[config.mk]
export PLATFORM = sky130hd
export DESIGN_NAME = riff_wave_header_parser
export DESIGN_NICKNAME = d
export VERILOG_FILES = /design/src/rtl/rwhp_pkg.sv /design/src/rtl/riff_wave_header_parser.sv
export SDC_FILE = /design/constraint.sdc
export NUM_CORES = 2
export LEC_CHECK = 0
export ABC_AREA = 1
export BUFFER_PORTS_ARGS = -buffer_cell sky130_fd_sc_hd__buf_2
export CAP_MARGIN = 0
export CORE_MARGIN = 10
export CORE_UTILIZATION = 45
export CTS_CLUSTER_DIAMETER = 80
export DETAILED_ROUTE_END_ITERATION = 12
export PLACE_DENSITY_LB_ADDON = 0.12
export SYNTH_ARGS = -nofsm -noshare
export SYNTH_HDL_FRONTEND = slang
export SYNTH_SLANG_ARGS = --single-unit
[constraint.sdc]
create_clock -name i_clk -period 17.3 [get_ports i_clk]
set_clock_uncertainty 0.1 [all_clocks]
set_input_delay 2.595 -clock i_clk [delete_from_list [all_inputs] [get_ports i_clk]]
set_output_delay 2.595 -clock i_clk [all_outputs]
set_load 0.005 [all_outputs]
[src/rtl/rwhp_pkg.sv]
// Package for the RIFF/WAVE header parser: phase and sequencer types,
// chunk id constants and status codes. No dependencies.
`timescale 1ns / 1ps
`default_nettype none
package rwhp_pkg;
    typedef enum logic [2:0] {
        PH_HEADER, PH_CHUNK_HEAD, PH_FMT_BODY, PH_SKIP, PH_DONE
    } t_phase;

    typedef enum logic [2:0] {
        SQ_IDLE, SQ_MUL1, SQ_MUL2, SQ_MUL3, SQ_NUM, SQ_DIV, SQ_OUT
    } t_seq;

    localparam logic [31:0] TAG_RIFF = 32'h52494646;
    localparam logic [31:0] TAG_WAVE = 32'h57415645;
    localparam logic [31:0] TAG_FMT  = 32'h666D7420;
    localparam logic [31:0] TAG_DATA = 32'h64617461;

    localparam logic [3:0] ST_OK        = 4'd0;
    localparam logic [3:0] ST_SHORT     = 4'd1;
    localparam logic [3:0] ST_NOT_RIFF  = 4'd2;
    localparam logic [3:0] ST_FMT_SMALL = 4'd3;
    localparam logic [3:0] ST_FMT_CUT   = 4'd4;
    localparam logic [3:0] ST_BITS_CUT  = 4'd5;
    localparam logic [3:0] ST_NOT_PCM   = 4'd6;
    localparam logic [3:0] ST_MISSING   = 4'd7;
    localparam logic [3:0] ST_BAD_FIELD = 4'd8;
    localparam logic [3:0] ST_ZERO_BPS  = 4'd9;

    localparam int QUOT_W = 42;
    localparam int DEN_W  = 61;
endpackage
`default_nettype wire

[src/rtl/riff_wave_header_parser.sv]
// Top level of the RIFF/WAVE header parser: byte-wise chunk walker plus a
// sequencer with one shared multiplier and a bit-serial divider. Uses rwhp_pkg.
`timescale 1ns / 1ps
`default_nettype none
// Each beat that carries a byte and no end mark is taken at once while the
// sequencer is idle, so the block follows a byte stream at full rate. The
// end-of-file beat starts the sequencer: three passes through the shared
// 32x16 multiplier build the byte rate (rate times channels, then the upper
// and lower parts of that product times whole bytes per sample), one pass
// forms the numerator, and a restoring divider then retires one quotient bit
// a cycle until all 42 bits are done. The result beat is offered once the
// divider ends when the status is ok, or in the next cycle when it is an
// error, and the next file is taken once that beat is taken.
module riff_wave_header_parser
    import rwhp_pkg::*;
(
    input  wire         i_clk,
    input  wire         i_rst_n,
    input  wire         i_valid,
    output logic        o_stall,
    input  wire  [7:0]  i_data_byte,
    input  wire         i_byte_valid,
    input  wire         i_end_of_file,
    output logic        o_valid,
    input  wire         i_stall,
    output logic [3:0]  o_status,
    output logic [15:0] o_channel_count,
    output logic [31:0] o_sample_rate_hz,
    output logic [15:0] o_sample_bits,
    output logic [41:0] o_duration_ms
);
    t_phase       r_phase, n_phase;
    t_seq         r_seq, n_seq;
    logic [3:0]   r_off, n_off;
    logic [31:0]  r_tag, n_tag;
    logic [31:0]  r_len, n_len;
    logic [15:0]  r_fmt, n_fmt;
    logic [15:0]  r_ch, n_ch;
    logic [31:0]  r_rate, n_rate;
    logic [15:0]  r_bits, n_bits;
    logic [31:0]  r_dlen, n_dlen;
    logic         r_seen_fmt, n_seen_fmt;
    logic         r_seen_data, n_seen_data;
    logic [3:0]   r_err, n_err;
    logic         r_hbad, n_hbad;
    logic [32:0]  r_skip, n_skip;
    logic [3:0]   r_status, n_status;
    logic [DEN_W-1:0] r_den, n_den;
    logic [QUOT_W-1:0] r_quot, n_quot;
    logic [DEN_W:0] r_rem, n_rem;
    logic [5:0]   r_cnt, n_cnt;
    logic [47:0]  r_prod, n_prod;

    logic         take, accept_end;
    logic [31:0]  mul_a;
    logic [15:0]  mul_b;
    logic [47:0]  mul_p;
    logic [DEN_W:0] rem_sh;
    logic [DEN_W+1:0] rem_sub;
    logic [32:0]  skip_cnt;
    logic [31:0]  tag_sh;
    logic [3:0]   st;

    assign mul_p = 48'(mul_a) * 48'(mul_b);
    assign o_stall = (r_seq != SQ_IDLE);
    assign take = i_valid && !o_stall;
    assign accept_end = take && i_end_of_file;
    assign o_valid = (r_seq == SQ_OUT);
    assign o_status = r_status;
    assign o_channel_count = r_ch;
    assign o_sample_rate_hz = r_rate;
    assign o_sample_bits = r_bits;
    assign o_duration_ms = r_quot;

    always_ff @(posedge i_clk) begin
        if (!i_rst_n) begin
            r_phase <= PH_HEADER;
            r_seq <= SQ_IDLE;
            r_off <= '0;
            r_tag <= '0;
            r_len <= '0;
            r_fmt <= '0;
            r_ch <= '0;
            r_rate <= '0;
            r_bits <= '0;
            r_dlen <= '0;
            r_seen_fmt <= 1'b0;
            r_seen_data <= 1'b0;
            r_err <= ST_OK;
            r_hbad <= 1'b0;
            r_skip <= '0;
        end else begin
            r_phase <= n_phase;
            r_seq <= n_seq;
            r_off <= n_off;
            r_tag <= n_tag;
            r_len <= n_len;
            r_fmt <= n_fmt;
            r_ch <= n_ch;
            r_rate <= n_rate;
            r_bits <= n_bits;
            r_dlen <= n_dlen;
            r_seen_fmt <= n_seen_fmt;
            r_seen_data <= n_seen_data;
            r_err <= n_err;
            r_hbad <= n_hbad;
            r_skip <= n_skip;
        end
    end

    always_ff @(posedge i_clk) begin
        r_status <= n_status;
        r_den <= n_den;
        r_quot <= n_quot;
        r_rem <= n_rem;
        r_cnt <= n_cnt;
        r_prod <= n_prod;
    end

    always_comb begin
        n_phase = r_phase;
        n_seq = r_seq;
        n_off = r_off;
        n_tag = r_tag;
        n_len = r_len;
        n_fmt = r_fmt;
        n_ch = r_ch;
        n_rate = r_rate;
        n_bits = r_bits;
        n_dlen = r_dlen;
        n_seen_fmt = r_seen_fmt;
        n_seen_data = r_seen_data;
        n_err = r_err;
        n_hbad = r_hbad;
        n_skip = r_skip;
        n_status = r_status;
        n_den = r_den;
        n_quot = r_quot;
        n_rem = r_rem;
        n_cnt = r_cnt;
        n_prod = r_prod;
        mul_a = r_rate;
        mul_b = r_ch;
        tag_sh = {r_tag[23:0], i_data_byte};
        skip_cnt = '0;
        st = ST_OK;
        rem_sh = '0;
        rem_sub = '0;

        if (take && i_byte_valid) begin
            unique case (r_phase)
                PH_HEADER: begin
                    n_tag = tag_sh;
                    n_off = r_off + 4'd1;
                    if (r_off == 4'd3 && tag_sh != TAG_RIFF) begin
                        n_hbad = 1'b1;
                    end
                    if (r_off == 4'd11) begin
                        n_off = '0;
                        if (r_hbad || tag_sh != TAG_WAVE) begin
                            n_err = ST_NOT_RIFF;
                            n_phase = PH_DONE;
                        end else begin
                            n_phase = PH_CHUNK_HEAD;
                        end
                    end
                end
                PH_CHUNK_HEAD: begin
                    n_off = r_off + 4'd1;
                    if (r_off < 4'd4) begin
                        n_tag = tag_sh;
                    end else begin
                        n_len = {i_data_byte, r_len[31:8]};
                    end
                    if (r_off == 4'd7) begin
                        n_off = '0;
                        if (r_tag == TAG_FMT) begin
                            if (n_len < 32'd16) begin
                                n_err = ST_FMT_SMALL;
                                n_phase = PH_DONE;
                            end else begin
                                n_phase = PH_FMT_BODY;
                            end
                        end else begin
                            if (r_tag == TAG_DATA) begin
                                n_dlen = n_len;
                                n_seen_data = 1'b1;
                            end
                            skip_cnt = {1'b0, n_len} + 33'(n_len[0]);
                            n_skip = skip_cnt;
                            n_phase = (skip_cnt == '0) ? PH_CHUNK_HEAD : PH_SKIP;
                        end
                    end
                end
                PH_FMT_BODY: begin
                    n_off = r_off + 4'd1;
                    if (r_off < 4'd2) begin
                        if (r_off == 4'd0) begin
                            n_fmt = {8'd0, i_data_byte};
                        end else begin
                            n_fmt[15:8] = i_data_byte;
                        end
                    end else if (r_off < 4'd4) begin
                        if (r_off == 4'd2) begin
                            n_ch = {8'd0, i_data_byte};
                        end else begin
                            n_ch[15:8] = i_data_byte;
                        end
                    end else if (r_off < 4'd8) begin
                        if (r_off == 4'd4) begin
                            n_rate = {24'd0, i_data_byte};
                        end else begin
                            n_rate[{r_off[1:0], 3'd0} +: 8] = i_data_byte;
                        end
                    end else if (r_off >= 4'd14) begin
                        if (r_off == 4'd14) begin
                            n_bits = {8'd0, i_data_byte};
                        end else begin
                            n_bits[15:8] = i_data_byte;
                        end
                    end
                    if (r_off == 4'd15) begin
                        n_off = '0;
                        if (r_fmt != 16'd1) begin
                            n_err = ST_NOT_PCM;
                            n_phase = PH_DONE;
                        end else begin
                            n_seen_fmt = 1'b1;
                            skip_cnt = {1'b0, r_len - 32'd16} + 33'(r_len[0]);
                            n_skip = skip_cnt;
                            n_phase = (skip_cnt == '0) ? PH_CHUNK_HEAD : PH_SKIP;
                        end
                    end
                end
                PH_SKIP: begin
                    n_skip = r_skip - 33'd1;
                    if (r_skip == 33'd1) begin
                        n_phase = PH_CHUNK_HEAD;
                        n_off = '0;
                    end
                end
                default: begin
                end
            endcase
        end

        unique case (r_seq)
            SQ_IDLE: begin
                if (accept_end) begin
                    if (n_err != ST_OK) begin
                        st = n_err;
                    end else if (n_phase == PH_HEADER) begin
                        st = ST_SHORT;
                    end else if (n_phase == PH_FMT_BODY) begin
                        st = (n_off < 4'd8) ? ST_FMT_CUT : ST_BITS_CUT;
                    end else if (!n_seen_fmt || !n_seen_data) begin
                        st = ST_MISSING;
                    end else if (n_rate == '0 || n_rate[31] || n_ch == '0
                                 || n_bits == '0) begin
                        st = ST_BAD_FIELD;
                    end else if (n_bits < 16'd8) begin
                        st = ST_ZERO_BPS;
                    end
                    n_status = st;
                    n_quot = '0;
                    n_seq = (st == ST_OK) ? SQ_MUL1 : SQ_OUT;
                end
            end
            SQ_MUL1: begin
                n_prod = mul_p;
                n_seq = SQ_MUL2;
            end
            SQ_MUL2: begin
                mul_a = r_prod[46:15];
                mul_b = {3'd0, r_bits[15:3]};
                n_den = DEN_W'({mul_p, 15'd0});
                n_seq = SQ_MUL3;
            end
            SQ_MUL3: begin
                mul_a = {17'd0, r_prod[14:0]};
                mul_b = {3'd0, r_bits[15:3]};
                n_den = r_den + DEN_W'(mul_p);
                n_seq = SQ_NUM;
            end
            SQ_NUM: begin
                mul_a = r_dlen;
                mul_b = 16'd1000;
                n_quot = QUOT_W'(mul_p);
                n_rem = '0;
                n_cnt = 6'(QUOT_W);
                n_seq = SQ_DIV;
            end
            SQ_DIV: begin
                rem_sh = {r_rem[DEN_W-1:0], r_quot[QUOT_W-1]};
                rem_sub = {1'b0, rem_sh} - {2'b0, r_den};
                if (!rem_sub[DEN_W+1]) begin
                    n_rem = rem_sub[DEN_W:0];
                    n_quot = {r_quot[QUOT_W-2:0], 1'b1};
                end else begin
                    n_rem = rem_sh;
                    n_quot = {r_quot[QUOT_W-2:0], 1'b0};
                end
                n_cnt = r_cnt - 6'd1;
                if (r_cnt == 6'd1) begin
                    n_seq = SQ_OUT;
                end
            end
            SQ_OUT: begin
                if (!i_stall) begin
                    n_seq = SQ_IDLE;
                    n_phase = PH_HEADER;
                    n_off = '0;
                    n_tag = '0;
                    n_len = '0;
                    n_fmt = '0;
                    n_ch = '0;
                    n_rate = '0;
                    n_bits = '0;
                    n_dlen = '0;
                    n_seen_fmt = 1'b0;
                    n_seen_data = 1'b0;
                    n_err = ST_OK;
                    n_hbad = 1'b0;
                    n_skip = '0;
                end
            end
            default: begin
                n_seq = SQ_IDLE;
            end
        endcase
    end
endmodule
`default_nettype wire

# After elaboration in Yosys (flattened, before gate mapping)
# Cells that the tools add are included.
# W data, S select, Z words.
# totals
output_inout_bits	112
ff_bits	447
input_bits	14
# op_classes
n_addsub	9
n_mux	135
n_reduce_logical	31
n_eq_ne	27
multipliers	1
shift	2
order_cmp	7
# ops
cell	n
$mux W32	26
$mux W16	19
$pmux W61 S2	2
$mux W33	7
$pmux W42 S3	1
$mux W4	25
$pmux W33 S3	1
$pmux W32 S3	1
$add A32 B1 Y33	2
$logic_not A33 Y1	2
$eq A32 B31 Y1 const B	2
$ne A32 B31 Y1 const B	2
$pmux W32 S2	1
$sub A62 B61 Y63	1
$add A61 B48 Y61	1
$mux W61	1
$mul A32 B16 Y48	1
$mux W8	6
$mux W3	15
$mux W42	1
$eq A33 B1 Y1 const B	1
$sub A33 B1 Y33 const B	1
$bwmux W32	1
$logic_not A16 Y1	2
other kinds (41)	90

# Depth between registers and ports, before layout
# logic_depth
depth_word	24
depth_mapped	54

# Worst setup path before layout
# OpenSTA, ideal clock, no wires.
# synth_path
path_type	reg-to-reg
start	register r_seq[2]
end	register r_den[53], data pin
setup_ps	268
path_stages_with_launch	45
n_path_buf	2
arrival_time_ps	12235
required_ps	16932
setup_slack_ps	4698
cell_sequence	dfxtp_1 inv_1 nor2_1 inv_1 nor2_1 nor2_1 inv_1 clkbuf_1 clkbuf_1 nor2_1 nor2_1 clkinv_1 nand2_1 fa_1 fa_1 inv_1 fa_1 fa_1 [... 9 more ...] o21ai_0 a21boi_0 o21ai_1 a21oi_1 o21ai_1 a21oi_1 xor2_1 inv_1 ha_1 a21oi_1 inv_1 a31oi_1 o21ai_0 a221oi_1 a21boi_0 or2_2 nand3_1 o21ai_0
# synth_via
elab_chain_len	6
# synth_lines
item	line_no	source
start: declaration	riff_wave_header_parser.sv:33	t_seq r_seq, n_seq;
start signal: assignment	riff_wave_header_parser.sv:94	r_seq <= n_seq;
$eq A3 B2 Y1	riff_wave_header_parser.sv:247	unique case (r_seq)
$reduce_or A2 Y1 (no source line)	--	
$pmux W16 S2	riff_wave_header_parser.sv:247	
$mul A32 B16 Y48 *	riff_wave_header_parser.sv:64	assign mul_p = 48'(mul_a) * 48'(mul_b);
net mul_p[40]	riff_wave_header_parser.sv:57	logic [47:0] mul_p;
$add A61 B48 Y61 *	riff_wave_header_parser.sv:282	n_den = r_den + DEN_W'(mul_p);
$pmux W61 S2 *	riff_wave_header_parser.sv:247	
net n_den[53]	riff_wave_header_parser.sv:48	logic [DEN_W-1:0] r_den, n_den;
end signal: assignment	riff_wave_header_parser.sv:113	r_den <= n_den;
end: declaration	riff_wave_header_parser.sv:48	
# The timed path passes the listed nets; every way through them passes the cells marked *.
# A chain may end at the register's enable or synchronous reset.

# Worst setup path in the final report
# layout_path
start	register r_seq[2]
end	register r_den[60], data pin
# Same word-level chain as after synthesis.

==> flow_results.org <==
** Outcome
- The flow ran to the end, and the final reports show no timing, DRC or antenna violations.

** Worst setup path
- Delay of the slowest cell on the worst path :: 1.13 ns
- At the worst endpoint, the arrival time is 12.57 ns.
- CP max stage cell :: inv_1
- The setup path with the least slack is of type reg2reg.
- Sort of element at the end of the critical path :: flip-flop
- Req. time, crit path :: 17.61 ns
- Most frequent cell on the critical path :: inv_1
- Of all nets on the critical path, the largest fanout is 39.
- The worst setup path is launched from a flip-flop.

** Global route
- Pin count of the biggest net entering global routing :: 81
- Antenna violations before repair :: 1
- The total overflow left after global routing is 0.
- In the global route stage, overall resource usage came out at 28.6%.
- Number of global-route vias before repair :: 41300
- Wire length of the first global-routing pass :: 257000 um

** Timing
- Portion of the clock cycle consumed by the worst path in the final layout :: between 70 and 80%
- The worst pin sits at a relative slew slack of approximately 7.7%.
- Setup repair after global routing missed its margin :: no
- Final setup fails :: 0
- Count of pins over their slew limit :: 0
- Number of hold-slack violations in the final timing report :: 0
- Setup_tns :: 0 ns
- Clock period minus worst slack :: 12.26 ns
- Slew at the pin closest to its max-slew limit :: around 1.4 ns
- Derived from the worst setup path, the maximum achievable clock frequency is around 0.082 GHz.

** Synthesis
- Cell Area, Synth :: 46200 sq um
- Async set or reset register ratio after synthesis :: 0%
- Proportion of netlist area held by the largest area contributor :: 18.2%
- The Yosys step of the flow raised 0 warnings.
- Counting flops and latches in the post-synthesis netlist gives 447.
- A synthesized cell averages between 7 and 8 sq um.
- The synthesized design contains about 220 enable-type register cells.
- Synth area leader :: fa_1
- In the synthesized netlist the dominant register cell turns out to be dfxtp_1.
- Sorting the synthesized cells by area gives the leading types as fa_1 (18%), edfxtp_1 (14%), nand2_1 (10%), dfxtp_1 (9.8%), inv_1 (9.7%).
- Summing the sequential cell areas from Yosys gives 24.2% of the chip area.
- Synthesis handed over a netlist of 6298 instances.
- Count of distinct cell types in the synthesized netlist :: 70
- When the netlist entered floorplanning its net count stood at 6975.

** Floorplanning
- Die Outline Area :: 116000 sq um
- Placement Rows :: 117
- Die Y :: roughly 340 um
- Core region area :: between 100000 and 150000 sq um
- In this run the count of I/O pins placed on the die edge is around 130.
- The floorplan step set the die width to 340 um.
- Initial core utilization :: 45.3%

** Detailed routing
- Wires add up to ~170000 um.
- Before antenna repair, the detailed router went through 8 iterations.
- After detailed routing, the number of remaining DRC violations is 0.
- Via total after detailed routing :: between 40000 and 50000
- Dividing the detail-routed wire length by the instance count gives 21.9 um.
- The count of nets left with antenna violations once routing finished came out at 0.
- Dividing the detail-routed via count by the number of cells gives 5.51.
- The first routing iteration left 3784 violations.

** Power and ir drop
- The internal portion of the total power is 2950 uW.
- Power spread over the standard cell area amounts to 116 nW/um^2.
- Part of the total power dissipated in sequential elements :: around a quarter
- Of the total power, the share spent switching nets is between 40% and 50%.
- Combinational Power Share :: 54.8%
- Switching power :: 2910 uW
- Leakage :: 0.0235 uW
- Clock network fraction of total power :: between 20% and 30%
- VDD IR max :: 0.0000829 V

** Clock network
- Clock network latency to the later pin of the worst-skew pair :: 0.67 ns
- CTS placed an instance of clkbuf_16 at the clock tree root.
- Number of buffers on the longest clock path :: 3
- TritonCTS built the clock tree.
- Once the clock tree was built, the setup fixing pass inserted 0 buffers.
- Post-CTS Hold Buffers :: 0
- Clock-pin slew on the worst setup and hold paths :: 0.06 ns
- Total clock sinks :: between 400 and 500
- Post-CTS resize count :: 0
- CTS Buf Count :: 54
- In this run the number of H-tree levels came out at 2.

** Hold path
- HP Class :: reg2reg

** Placed design
- Once placement completed, the tool counted placed cells totaling about 7700.
- The congestion estimate from routability-driven global placement came to 0.988.
- Detailed placement finished with a half-perimeter wire length of between 100000 and 150000 um.
- Buffers added on ports :: 125
- In this run the cell area measured after placement is 48400 sq um.

** Finish
- Commonest cells after routing, fill and taps aside :: nand2_1 (1224), inv_1 (1188), nor2_1 (756)
- In the final design database the tool counted 7044 nets.
- The finished cells cover 50300 sq um.
- Fill cell count :: roughly 10000
- Leading cell type in the layout, fill and taps excluded :: nand2_1
- Count of placed standard cells in the final layout, fillers left out :: 7781
- 0 antenna diodes ended up in the layout.
- Layout overhead on the synthesized area :: 8.97%
- Fraction of final layout cells sized beyond drive strength 1 :: 6.67%

** Run
- Maximum Capacitance Violations :: 0
stage by stage:
step / worst slack (ns) / util [%] / hold slack, ns / power, uW
floorplan: 4.70 / - / 0.324 / 3450
global placement: 5.52 / 47.5 / 0.339 / 4570
detailed placement: 5.30 / 47.5 / 0.352 / 4580
CTS: 5.25 / 49.4 / 0.363 / 5830
global route: 4.34 / 49.4 / 0.380 / 6230
finish: 5.04 / 49.4 / 0.360 / 5850
logic make-up (layout without fill, tap and decap cells):
family | Yosys count | in the layout | synth area share, %
AOI/OAI and AO/OA | 1200 | 1200 | 14.8
xor gates and xnor gates | 153 | 153 | 2.90
buffers and inverters | 1409 | 1524 | 11.6
and+or+nand+nor | 2426 | 2426 | 21.7
DFF | 447 | 447 | 24.2
adders and majority gates | 663 | 663 | 24.8
sequential cells by signal, indices dropped and copies added, names as in the netlist, 3 cells and up:
register          cells
r_len                32
r_cnt                 6
r_phase               3
o_sample_rate_hz     32
r_skip               33
r_seq                 3
r_den                61
r_off                 4
r_tag                32
o_status              4
o_duration_ms        42
o_channel_count      16
o_sample_bits        16
r_fmt                16
r_dlen               32
r_prod               47
r_err                 4
r_rem                61
worst paths after layout:
path | start | to | slack (ns) | cells past startpoint
hold / removal | r_err[3] | r_err[3] | 0.36 | 2
setup / recovery | r_seq[2] | r_den[60] | 5.04 | 46
setup reg to reg | r_seq[2] | r_den[60] | 5.04 | 46
hold reg to reg | r_err[3] | r_err[3] | 0.36 | 2
power groups by stage:
stage / sequential (uW) / combinational, uW / clock, uW
after floorplan: 1390 / 2060 / 0
final: 1420 / 3210 / 1220
after global routing: 1430 / 3520 / 1280
after CTS: 1420 / 3160 / 1240
after global placement: 1440 / 3120 / 0
after detailed placement: 1440 / 3140 / 0
routing by layer:
| layer | global-route usage (%) | wire, um |
|---|---|---|
| met5 | 0 | 0 |
| met4 | 9.71 | 6540 |
| met3 | 5.20 | 13900 |
| met2 | 45.0 | 76200 |
| met1 | 39.3 | 74000 |
cell usage after synthesis, types with 11 or more instances:
cell and instances:
a21boi_0 12, nor2_2 18, nor4_1 21, o211ai_1 35
nand4_1 75, nand2_2 12, nor3_1 64, xor2_1 84
o221ai_1 16, inv_2 16, nand2_1 1225, or2_2 34
o21a_1 32, o21ai_2 19, xnor2_1 69, a221oi_1 19
nand3_1 174, a31oi_1 53, dfxtp_1 226, a22o_1 17
inv_1 1188, buf_2 14, a22oi_1 13, o22ai_1 24
nor2_1 763, o21ai_1 32, clkinv_1 20, clkbuf_1 150
ha_1 243, fa_1 420, o21ai_0 382, buf_1 11
edfxtp_1 221, a21oi_1 472
critical path, delay by kind of cell, from the launching register on:
family | cells | cell delay [ns]
xor+xnor | 2 | 0.78
buf+inv | 13 | 2.82
fa+ha+maj | 8 | 3.51
compound gates | 11 | 2.93
simple gates | 12 | 1.36
flops | 1 | 0.46
area by class of cell:
type | count | area, sq um | share of cell area, %
clock inverters | 26 | 333 | 0.661
well taps | 1368 | 1710 | 3.40
inverters | 1225 | 4600 | 9.14
repair buffers | 197 | 1170 | 2.32
clock buffers | 76 | 1580 | 3.15
multi-input cells | 4442 | 29800 | 59.2
flip-flops and latches | 447 | 11200 | 22.2
Note: power is estimated with default switching activity, not from simulation.
